==> config.mk <==
export PLATFORM = sky130hd
export DESIGN_NAME = brmi_ctrl
export DESIGN_NICKNAME = d
export VERILOG_FILES = /design/src/rtl/brmi_pkg.sv /design/src/rtl/brmi_ctrl.sv
export SDC_FILE = /design/constraint.sdc
export NUM_CORES = 1
export LEC_CHECK = 0
export BUFFER_PORTS_ARGS = -buffer_cell sky130_fd_sc_hd__buf_2
export CORE_AREA = 8 8 45 47
export CTS_BUF_LIST = sky130_fd_sc_hd__clkbuf_8
export DETAILED_ROUTE_END_ITERATION = 8
export DIE_AREA = 0 0 53 55
export HOLD_SLACK_MARGIN = 0.12
export PLACE_DENSITY = 0.46
export SLEW_MARGIN = 20
export SYNTH_ARGS = -nofsm -noshare
export SYNTH_HDL_FRONTEND = slang
export SYNTH_SLANG_ARGS = --single-unit
==> constraint.sdc <==
create_clock -name clk -period 1.45 [get_ports clk]
set_input_delay 0.0725 -clock clk [delete_from_list [all_inputs] [get_ports clk]]
set_output_delay 0.0725 -clock clk [all_outputs]
set_load 0.03 [all_outputs]
==> src/rtl/brmi_pkg.sv <==
// ---------------------------------------------------------------------------
// brmi_pkg
// Shared types and constants for the batched running mean image unit.
// ---------------------------------------------------------------------------
package brmi_pkg;

    localparam int SUM_W  = 24;
    localparam int MEAN_W = 16;

    localparam logic [1:0] REG_BATCH_SIZE     = 2'd0;
    localparam logic [1:0] REG_IMAGE_ELEMENTS = 2'd1;
    localparam logic [1:0] REG_DEPTH_FACTOR   = 2'd2;

    typedef struct packed {
        logic start;      // load sample, begin read of both stores
        logic compute;    // read data valid, start arithmetic
        logic commit;     // write back, update counters, load result
    } brmi_cmd_t;

    typedef struct packed {
        logic div_busy;
        logic clear_done;
    } brmi_sts_t;

endpackage

==> src/rtl/brmi_ctrl.sv <==
// ---------------------------------------------------------------------------
// brmi_ctrl
// Sequencer for clear, read, compute and write back of one sample.
// ---------------------------------------------------------------------------
module brmi_ctrl (
    input  logic                clk,
    input  logic                rst_n,
    input  logic                in_valid,
    output logic                in_ready,
    output logic                out_valid,
    input  logic                out_ready,
    output logic                clearing,
    output brmi_pkg::brmi_cmd_t cmd,
    input  brmi_pkg::brmi_sts_t sts
);

    typedef enum logic [2:0] {S_CLEAR, S_IDLE, S_READ, S_WAIT, S_COMMIT} state_t;

    state_t state_reg;
    logic   ov_reg;
    logic   out_free;

    assign out_free = !ov_reg || out_ready;

    always_ff @(posedge clk or negedge rst_n)
    begin
        if (!rst_n)
        begin
            state_reg <= S_CLEAR;
            ov_reg    <= 1'b0;
        end
        else
        begin
            if (ov_reg && out_ready)
            begin
                ov_reg <= 1'b0;
            end
            unique case (state_reg)
                S_CLEAR:  if (sts.clear_done) state_reg <= S_IDLE;
                S_IDLE:   if (in_valid) state_reg <= S_READ;
                S_READ:   state_reg <= S_WAIT;
                S_WAIT:   if (!sts.div_busy) state_reg <= S_COMMIT;
                S_COMMIT:
                begin
                    if (out_free)
                    begin
                        ov_reg    <= 1'b1;
                        state_reg <= S_IDLE;
                    end
                end
                default:  state_reg <= S_IDLE;
            endcase
        end
    end

    assign in_ready  = (state_reg == S_IDLE);
    assign out_valid = ov_reg;
    assign clearing  = (state_reg == S_CLEAR);
    assign cmd.start   = in_valid && (state_reg == S_IDLE);
    assign cmd.compute = (state_reg == S_READ);
    assign cmd.commit  = (state_reg == S_COMMIT) && out_free;

    a_one_cmd: assert property (@(posedge clk) disable iff (!rst_n)
        !(cmd.compute && cmd.commit)) else $error("compute and commit overlap");
    a_out_after_commit: assert property (@(posedge clk) disable iff (!rst_n)
        cmd.commit |=> out_valid) else $error("result lost after commit");
    a_no_accept_clear: assert property (@(posedge clk) disable iff (!rst_n)
        clearing |-> !in_ready) else $error("accept during clear");

endmodule
* Yosys cells after proc, flatten, opt, wreduce, memory -nomap -nowiden
Index checks and enable logic that the tools add are counted.
** Cells by class
- Add/subtract/negate cells :: 0
- $mul :: 0
- Divide/modulo/power cells :: 0
- $lt $le $gt $ge :: 0
- Eq/ne operators :: 8
- Shifts and indexed selects :: 0
- Muxes and demuxes :: 8
- Bitwise operators :: 0
- Reduce and logical (&&, ||, !) cells :: 7
** Operators with widths (number)
- $pmux 3 s5 :: 1
- $mux 3 :: 4
- $eq 3x2->1 const B :: 2
- $ne 2x2->1 const B :: 3
- $reduce_and 4->1 :: 1
- $eq 3x1->1 const B :: 1
- $eq 3x3->1 const B :: 1
- $logic_and 1x1->1 :: 3
- $logic_not 3->1 :: 1
- $mux 1 :: 3
- $ne 2x1->1 const B :: 1
- $logic_not 1->1 :: 1
- $logic_or 1x1->1 :: 1
** Word-level totals
- Flip-flop bits (word level) :: 4
- Latch bits :: 0
- Bits in writable memories :: 0
- Memory bits (read-only) :: 0
- Bits of input ports :: 6
- Output and inout port bits :: 6
- Logic and storage cells :: 25
- Memories kept :: 0

* Longest topological paths before layout
Gate-level depths: netlist of the first run.
- Depth in word-level cells :: 4
- Gate-level depth with buffers :: 3

* Worst setup path before layout of the first run
No wires, ideal clock.
- Path kind :: reg-to-output
- Start :: reg state_reg[1]
- End :: out cmd[0] (netlist bit)
- Arrival time :: 1.303 ns
- Path slack :: 0.074 ns
- Cell stages (with the launch flop) :: 3
- Buffers on the path :: 0
- Path through :: dfrtp_1 or3b_4 nor2b_1
** RTL lines
- start, declared :: line brmi_ctrl.sv:19 : state_t state_reg;
- start signal, assigned :: line brmi_ctrl.sv:29 : state_reg <= S_CLEAR;
- start signal, assigned :: line brmi_ctrl.sv:39 : S_CLEAR: if (sts.clear_done) state_reg <= S_IDLE;
- start signal, assigned :: line brmi_ctrl.sv:40 : S_IDLE: if (in_valid) state_reg <= S_READ;
- end, declared :: line brmi_ctrl.sv:13 : output brmi_pkg::brmi_cmd_t cmd,

==> results of run 1 <==
final cells by class:
class | count | share of cell area (%)
multi-input combinational | 18 | 32.1
tap | 16 | 5.30
timing repair buffer | 15 | 24.8
sequential | 4 | 26.8
clock buffer | 3 | 10.9
routing by layer:
metal	track usage (%)	wire [µm]	vias up
met1	5.80	292	87
met4	3.88	0	0
li1	-	-	111
met2	3.91	187	12
met3	3.74	105	0
met5	0	0	-
final timing paths:
path	endpoint	slack [ns]	cells past startpoint
min reg2reg	state_reg[1]	0.55	2
max in group asynchronous	state_reg[0]	1.13	2
max reg2reg	state_reg[0]	0.27	3
max	cmd[0]	0.05	3
min in group clk	state_reg[0]	0.20	3
min	state_reg[1]	0.19	2
cell usage after synthesis:
master	number
dfrtp_1	4
nand2_1	3
nand2b_1	2
nor2_1	2
nor3_1	2
a21oi_1	1
a21oi_2	1
and2_1	1
nand2b_2	1
nor2b_1	1
o21ai_0	1
o22ai_4	1
or2_0	1
or3b_4	1
placed cells by master (no fill, tap or decap):
cell	netlist	routed
and2_1	1	1
nand2b_2	1	1
dfrtp_2	0	1
nand2b_1	2	2
dfrtp_1	4	3
buf_2	0	10
a21oi_2	1	1
clkbuf_8	0	3
nor2_1	2	2
o21ai_0	1	1
nor2b_2	0	1
buf_4	0	3
nand2_1	3	3
a21oi_1	1	1
or3b_4	1	1
or2_0	1	1
o22ai_4	1	1
buf_6	0	1
nor3_1	2	2
dlygate4sd3_1	0	1
cells by family after synthesis:
family             after synthesis
DFF                              4
and+or+nand+nor                 14
AOI/OAI and AO/OA                4
report_power, final:
part	internal, W	switching [W]	total, W	leakage, nW
clock network	0.000177	0.0000549	0.000232	0.0216
registers	0.000155	0.0000350	0.000190	0.0497
logic	0.000161	0.000257	0.000418	0.114
total	0.000492	0.000347	0.000840	0.185
metrics by stage:
stage	cells	hold slack (ns)	worst slack, ns	utilization [%]
floorplan	22	-0.223	0.0740	-
global placement	50	-0.120	0.213	21.8
detailed placement	50	-0.115	0.229	21.8
CTS	54	0.189	0.0160	25.7
global route	56	0.203	-0.00112	27.3
finish	56	0.190	0.0478	27.3
critical path, cell delays in order (launching register included):
cell     delay, ns
dfrtp_2       0.43
or3b_4        0.42
nor2b_2       0.13
buf_6         0.14
what timing repair did:
item,in CTS,in global routing
buffers inserted,0,2
setup endpoints to repair,1,1
hold endpoints to repair,4,0
gates resized for setup,1,3
hold buffers,1,0
==> results by group, run 1 <==
Finish
  • Antenna diodes: 0
  • Fin nets: 48
  • Final Instance Area: 378 µm²
  • Register area: 101 µm²
  • Area of the multi-input gates: 121 µm²
  • Largest register FFs: 3
  • Share of cells above drive strength 1: 57.5%
  • Filler cells: 149
  • Synthesis-to-finish area growth: 72.6%

Floorplanning
  • Chip Height: 55 µm
  • Core ar.: 1380 µm²
  • Die width: 53 µm
  • Num rows: 14
  • Initial Util: 15.8%
  • I/O Pins: 12
  • DIE AREA: 2920 µm²

Placement
  • Dpl cell area: 302 µm²
  • GP Congestion: 0.638
  • IO Port Bufs: 11
  • DPL Wire Length: 464 µm

Run
  • Max-cap violations: 0

Hold path
  • Worst hold path class: in2async

Drt
  • Vias per cell: 3.75
  • Wire per inst: 10.4 µm
  • Via count: 210
  • Antenna-violating nets left: 0
  • First DRT Iteration DRCs: 2
  • WL final: 585 µm
  • DRC viols: 0
  • Drt pass-1 iters: 4

Synth
  • Mux contribution to synthesized area: 0%
  • Yosys top cell area share: 45.7%
  • Post-synthesis xor/xnor area fraction: 0%
  • Synth Area per Inst: 9.95 µm²
  • Syn_nets: 28
  • Synth area leaders: dfrtp_1 46%, o22ai_4 9.1%, nand2b_1 5.7%
  • Synth Area in Simple Gates: 36.6%
  • Post-synthesis sequential area ratio: 45.7%
  • Synthesized area: 219 µm²
  • Area leader, netlist: dfrtp_1
  • Synth cell types: 14
  • Largest family of logic cells by synthesized area: simple AND/OR/NAND/NOR gates
  • Synth Warn #: 0
  • Yosys reg bits: 4
  • Post-synthesis cell count: 22
  • Post-Synth Adder-Cell Area: 0%
  • Synth Area in Compound Gates: 17.7%

Setup path
  • Worst r2r src: state_reg[0]
  • Worst EP arrival: 1.33 ns
  • Critical Path Fanout Max: 7
  • CP Launch Point: state_reg[0]
  • Crit. End Element: output pin
  • Required @ worst endpoint: 1.38 ns
  • Startpoint class of the critical path: flop
  • Kind of critical path: reg2out

Clock network
  • Clock Pin Slew Worst Setup and Hold Paths: 0.03 ns
  • Max clock buf depth: 2
  • TritonCTS Buffers: 3
  • Root Buffer: clkbuf_8
  • CTS H-tree lvls: 1
  • Worst-skew pair later-pin latency: 0.21 ns
  • CTS Sinks: 4
  • TritonCTS clock tree: yes

STA
  • Rel. slew slack: 85.6%
  • Final hold violation count: 0
  • Pins Over Slew Limit: 0
  • Final setup vio count: 0
  • Fmax: 713 MHz
  • Skew final: 0.000726 ns
  • Fin Setup TNS: 0 ns
  • Fin crit share: 96.7%
  • Worst Max-Slew Pin Slew: 0.214 ns
  • Tmin final: 1.40 ns

Global routing
  • Initial antenna violation count: 0
  • Global Route Usage Sum: 4.43%
  • Number of global-route vias before repair: 204
  • Largest net degree at the start of global routing: 8
  • First-pass GRT wire length: 876 µm
  • GRT Residual Overflow: 0

Power
  • Power density over the cells: 2220 nW/µm²
  • Max VDD drop: 0.604 mV
  • Total power: 0.000840 W
  • Static leakage: 0.185 nW

Status
  • Outcome: finished clean
(Power assumes the default switching activity.)
==> run 2, diff against run 1 <==
ABC_AREA = 1   (was unset)
CORE_AREA = 2 2 39 41   (was 8 8 45 47)
DIE_AREA = 0 0 41 43   (was 0 0 53 55)
PLACE_DENSITY = 0.52   (was 0.46)
==> run 2 against run 1 <==
  * Count of clock-buffer cells in the layout unchanged
  * Synthesized cell count increased by 91%
  * Sequential share of layout area shrank 3.0 points
  * Synthesized area grew 34%
  * Wire length decreased by 6.7%
  * Via count is 36% higher
  * Power increased by 19%
  * Register-to-register slack improved by 0.07 ns
  * Flip-flop and latch count stayed put
  * Critical path depth rose by 1
  * Clock power fell by 2%
==> results by group, run 2 <==
Drt
  • Vias per cell: 3.92
  • WL final: 546 µm
  • First DRT Iteration DRCs: 2
  • Via count: 286
  • DRC viols: 0
  • Wire per inst: 7.48 µm
  • Drt pass-1 iters: 4
  • Antenna-violating nets left: 0

Floorplanning
  • Num rows: 14
  • Core ar.: 1380 µm²
  • I/O Pins: 12
  • DIE AREA: 1760 µm²
  • Chip Height: 43 µm
  • Die width: 41 µm
  • Initial Util: 21.2%

Synth
  • Post-synth top cells: 9 x inv_1, 9 x nand2_1, 4 x dfrtp_1
  • Post-synth EDFFs: 0
  • Post-synthesis sequential area ratio: 34.0%
  • Synth cell types: 14
  • Post-synthesis cell count: 42
  • Synth Warn #: 0
  • Synthesized area: 294 µm²
  • Prevailing post-synth register cell: dfrtp_1
  • Async set-reset flop share out of synthesis: 100%
  • Yosys reg bits: 4
  • Synth area leaders: dfrtp_1 34%, inv_1 11%, nand2_1 11%
  • Area leader, netlist: dfrtp_1
  • Yosys top cell area share: 34.0%
  • Syn_nets: 48
  • Synth Area per Inst: 7.00 µm²

Finish
  • Antenna diodes: 0
  • Non-filler cells, final: 73
  • Commonest non-fill, non-tap cell in the layout: buf_2
  • Synthesis-to-finish area growth: 43.0%
  • Largest register FFs: 3
  • Filler cells: 155
  • Share of cells above drive strength 1: 40.4%
  • Most frequent cells in the layout: 11 x buf_2, 9 x nand2_1, 9 x inv_1
  • Fin nets: 65

Global routing
  • GRT Residual Overflow: 0
  • Initial antenna violation count: 0
  • First-pass GRT wire length: 897 µm
  • Global Route Usage Sum: 8.48%
  • Number of global-route vias before repair: 235
  • Largest net degree at the start of global routing: 8

Clock network
  • Clock Pin Slew Worst Setup and Hold Paths: 0.03 ns
  • Root Buffer: clkbuf_8
  • PostCTS Resize Cnt: 0
  • TritonCTS clock tree: yes
  • CTS H-tree lvls: 1
  • TritonCTS Buffers: 3
  • Post-CTS Setup Bufs: 0
  • CTS Sinks: 4
  • Worst-skew pair later-pin latency: 0.21 ns
  • Max clock buf depth: 2

Status
  • Outcome: finished clean

Placement
  • DPL Wire Length: 476 µm
  • IO Port Bufs: 11
  • Place WS: 0.335 ns
  • Dpl cells: 69
  • GP Congestion: 0.715

Setup path
  • Crit. path cell count: 4
  • Critical Path Fanout Max: 7
  • Max incr delay on CP: 0.42 ns
  • Cells along the critical path: nor2_1 > nand2_2 > a21oi_1 > buf_2
  • Bufs and invs on worst path: 1
  • Startpoint class of the critical path: flop
  • Kind of critical path: reg2out
  • Crit. End Element: output pin
  • Worst EP arrival: 1.23 ns
  • Top delay family on crit path: flip-flops
  • FF-to-FF path depth: 6
  • Required @ worst endpoint: 1.38 ns
  • Slowest-stage cell, CP: dfrtp_1

STA
  • RSZ-0062 raised after global routing: false
  • Worst hold slack: 0.192 ns
  • Rel. slew slack: 85.3%
  • Fin Setup TNS: 0 ns
  • Worst Max-Slew Pin Slew: 0.220 ns
  • Tmin final: 1.30 ns
  • Fin crit share: 89.6%
  • Final hold violation count: 0
  • Skew final: 0.000698 ns
  • Final WS setup: 0.151 ns
  • Pins Over Slew Limit: 0
  • Final setup vio count: 0
  • Fmax: 770 MHz

Hold path
  • Worst hold path class: in2async

Power
  • Power density over the cells: 2380 nW/µm²
  • Max VDD drop: 0.537 mV
  • Static leakage: 0.246 nW

Run
  • Max-cap violations: 0
run 2: worst paths after layout:
check,startpoint,endpoint,slack (ns)
max,state_reg[0],cmd[0],0.15
min,rst_n,out_valid,0.19
max reg2reg,state_reg[0],state_reg[2],0.34
min reg2reg,out_valid,out_valid,0.57
max in group asynchronous,rst_n,state_reg[1],1.14
min in group clk,out_ready,out_valid,0.19
run 2: cell type report:
type | instances | area (µm²) | area share (%)
Multi-Input combinational cell | 27 | 153 | 36.3
Sequential cell | 4 | 100 | 23.8
Timing Repair Buffer | 12 | 65.1 | 15.5
Clock buffer | 3 | 41.3 | 9.82
Inverter | 11 | 41.3 | 9.82
Tap cell | 16 | 20.0 | 4.76
run 2: cells by family (layout without fill, tap and decap cells):
logic type / after synthesis / after routing / share of synthesized area, %
AOI/OAI and AO/OA: 2 / 2 / 3.40
DFF: 4 / 4 / 34.0
buffers and inverters: 11 / 26 / 14.0
and+or+nand+nor: 25 / 25 / 48.5
run 2: metal layers:
layer  vias up  GRT usage, %  routed length [µm]
met4         0          12.0                   0
met3         0          3.14                  22
met5         -             0                   0
li1        156             -                   -
met1       124          9.80                 238
met2         6          9.38                 286
run 2: power breakdown:
part / total (W) / switching, W / internal, W
clock network: 0.000227 / 0.0000510 / 0.000176
registers: 0.000226 / 0.0000641 / 0.000162
logic: 0.000545 / 0.000370 / 0.000175
run 2: timing repair:
item / in CTS / in global routing
endpoints found under the setup margin: 0 / 0
hold buffers: 1 / 0
endpoints found under the hold margin: 4 / 0
run 2: per-stage QoR:
| step | area [µm²] | util (%) | power (W) |
|---|---|---|---|
| 2_1_floorplan | 294 | - | 0.000649 |
| 3_3_place_gp | 369 | 26.7 | 0.000780 |
| 3_5_place_dp | 369 | 26.7 | 0.000777 |
| 4_1_cts | 420 | 30.4 | 0.00102 |
| 5_1_grt | 420 | 30.4 | 0.00109 |
| 6_report | 420 | 30.4 | 0.000999 |
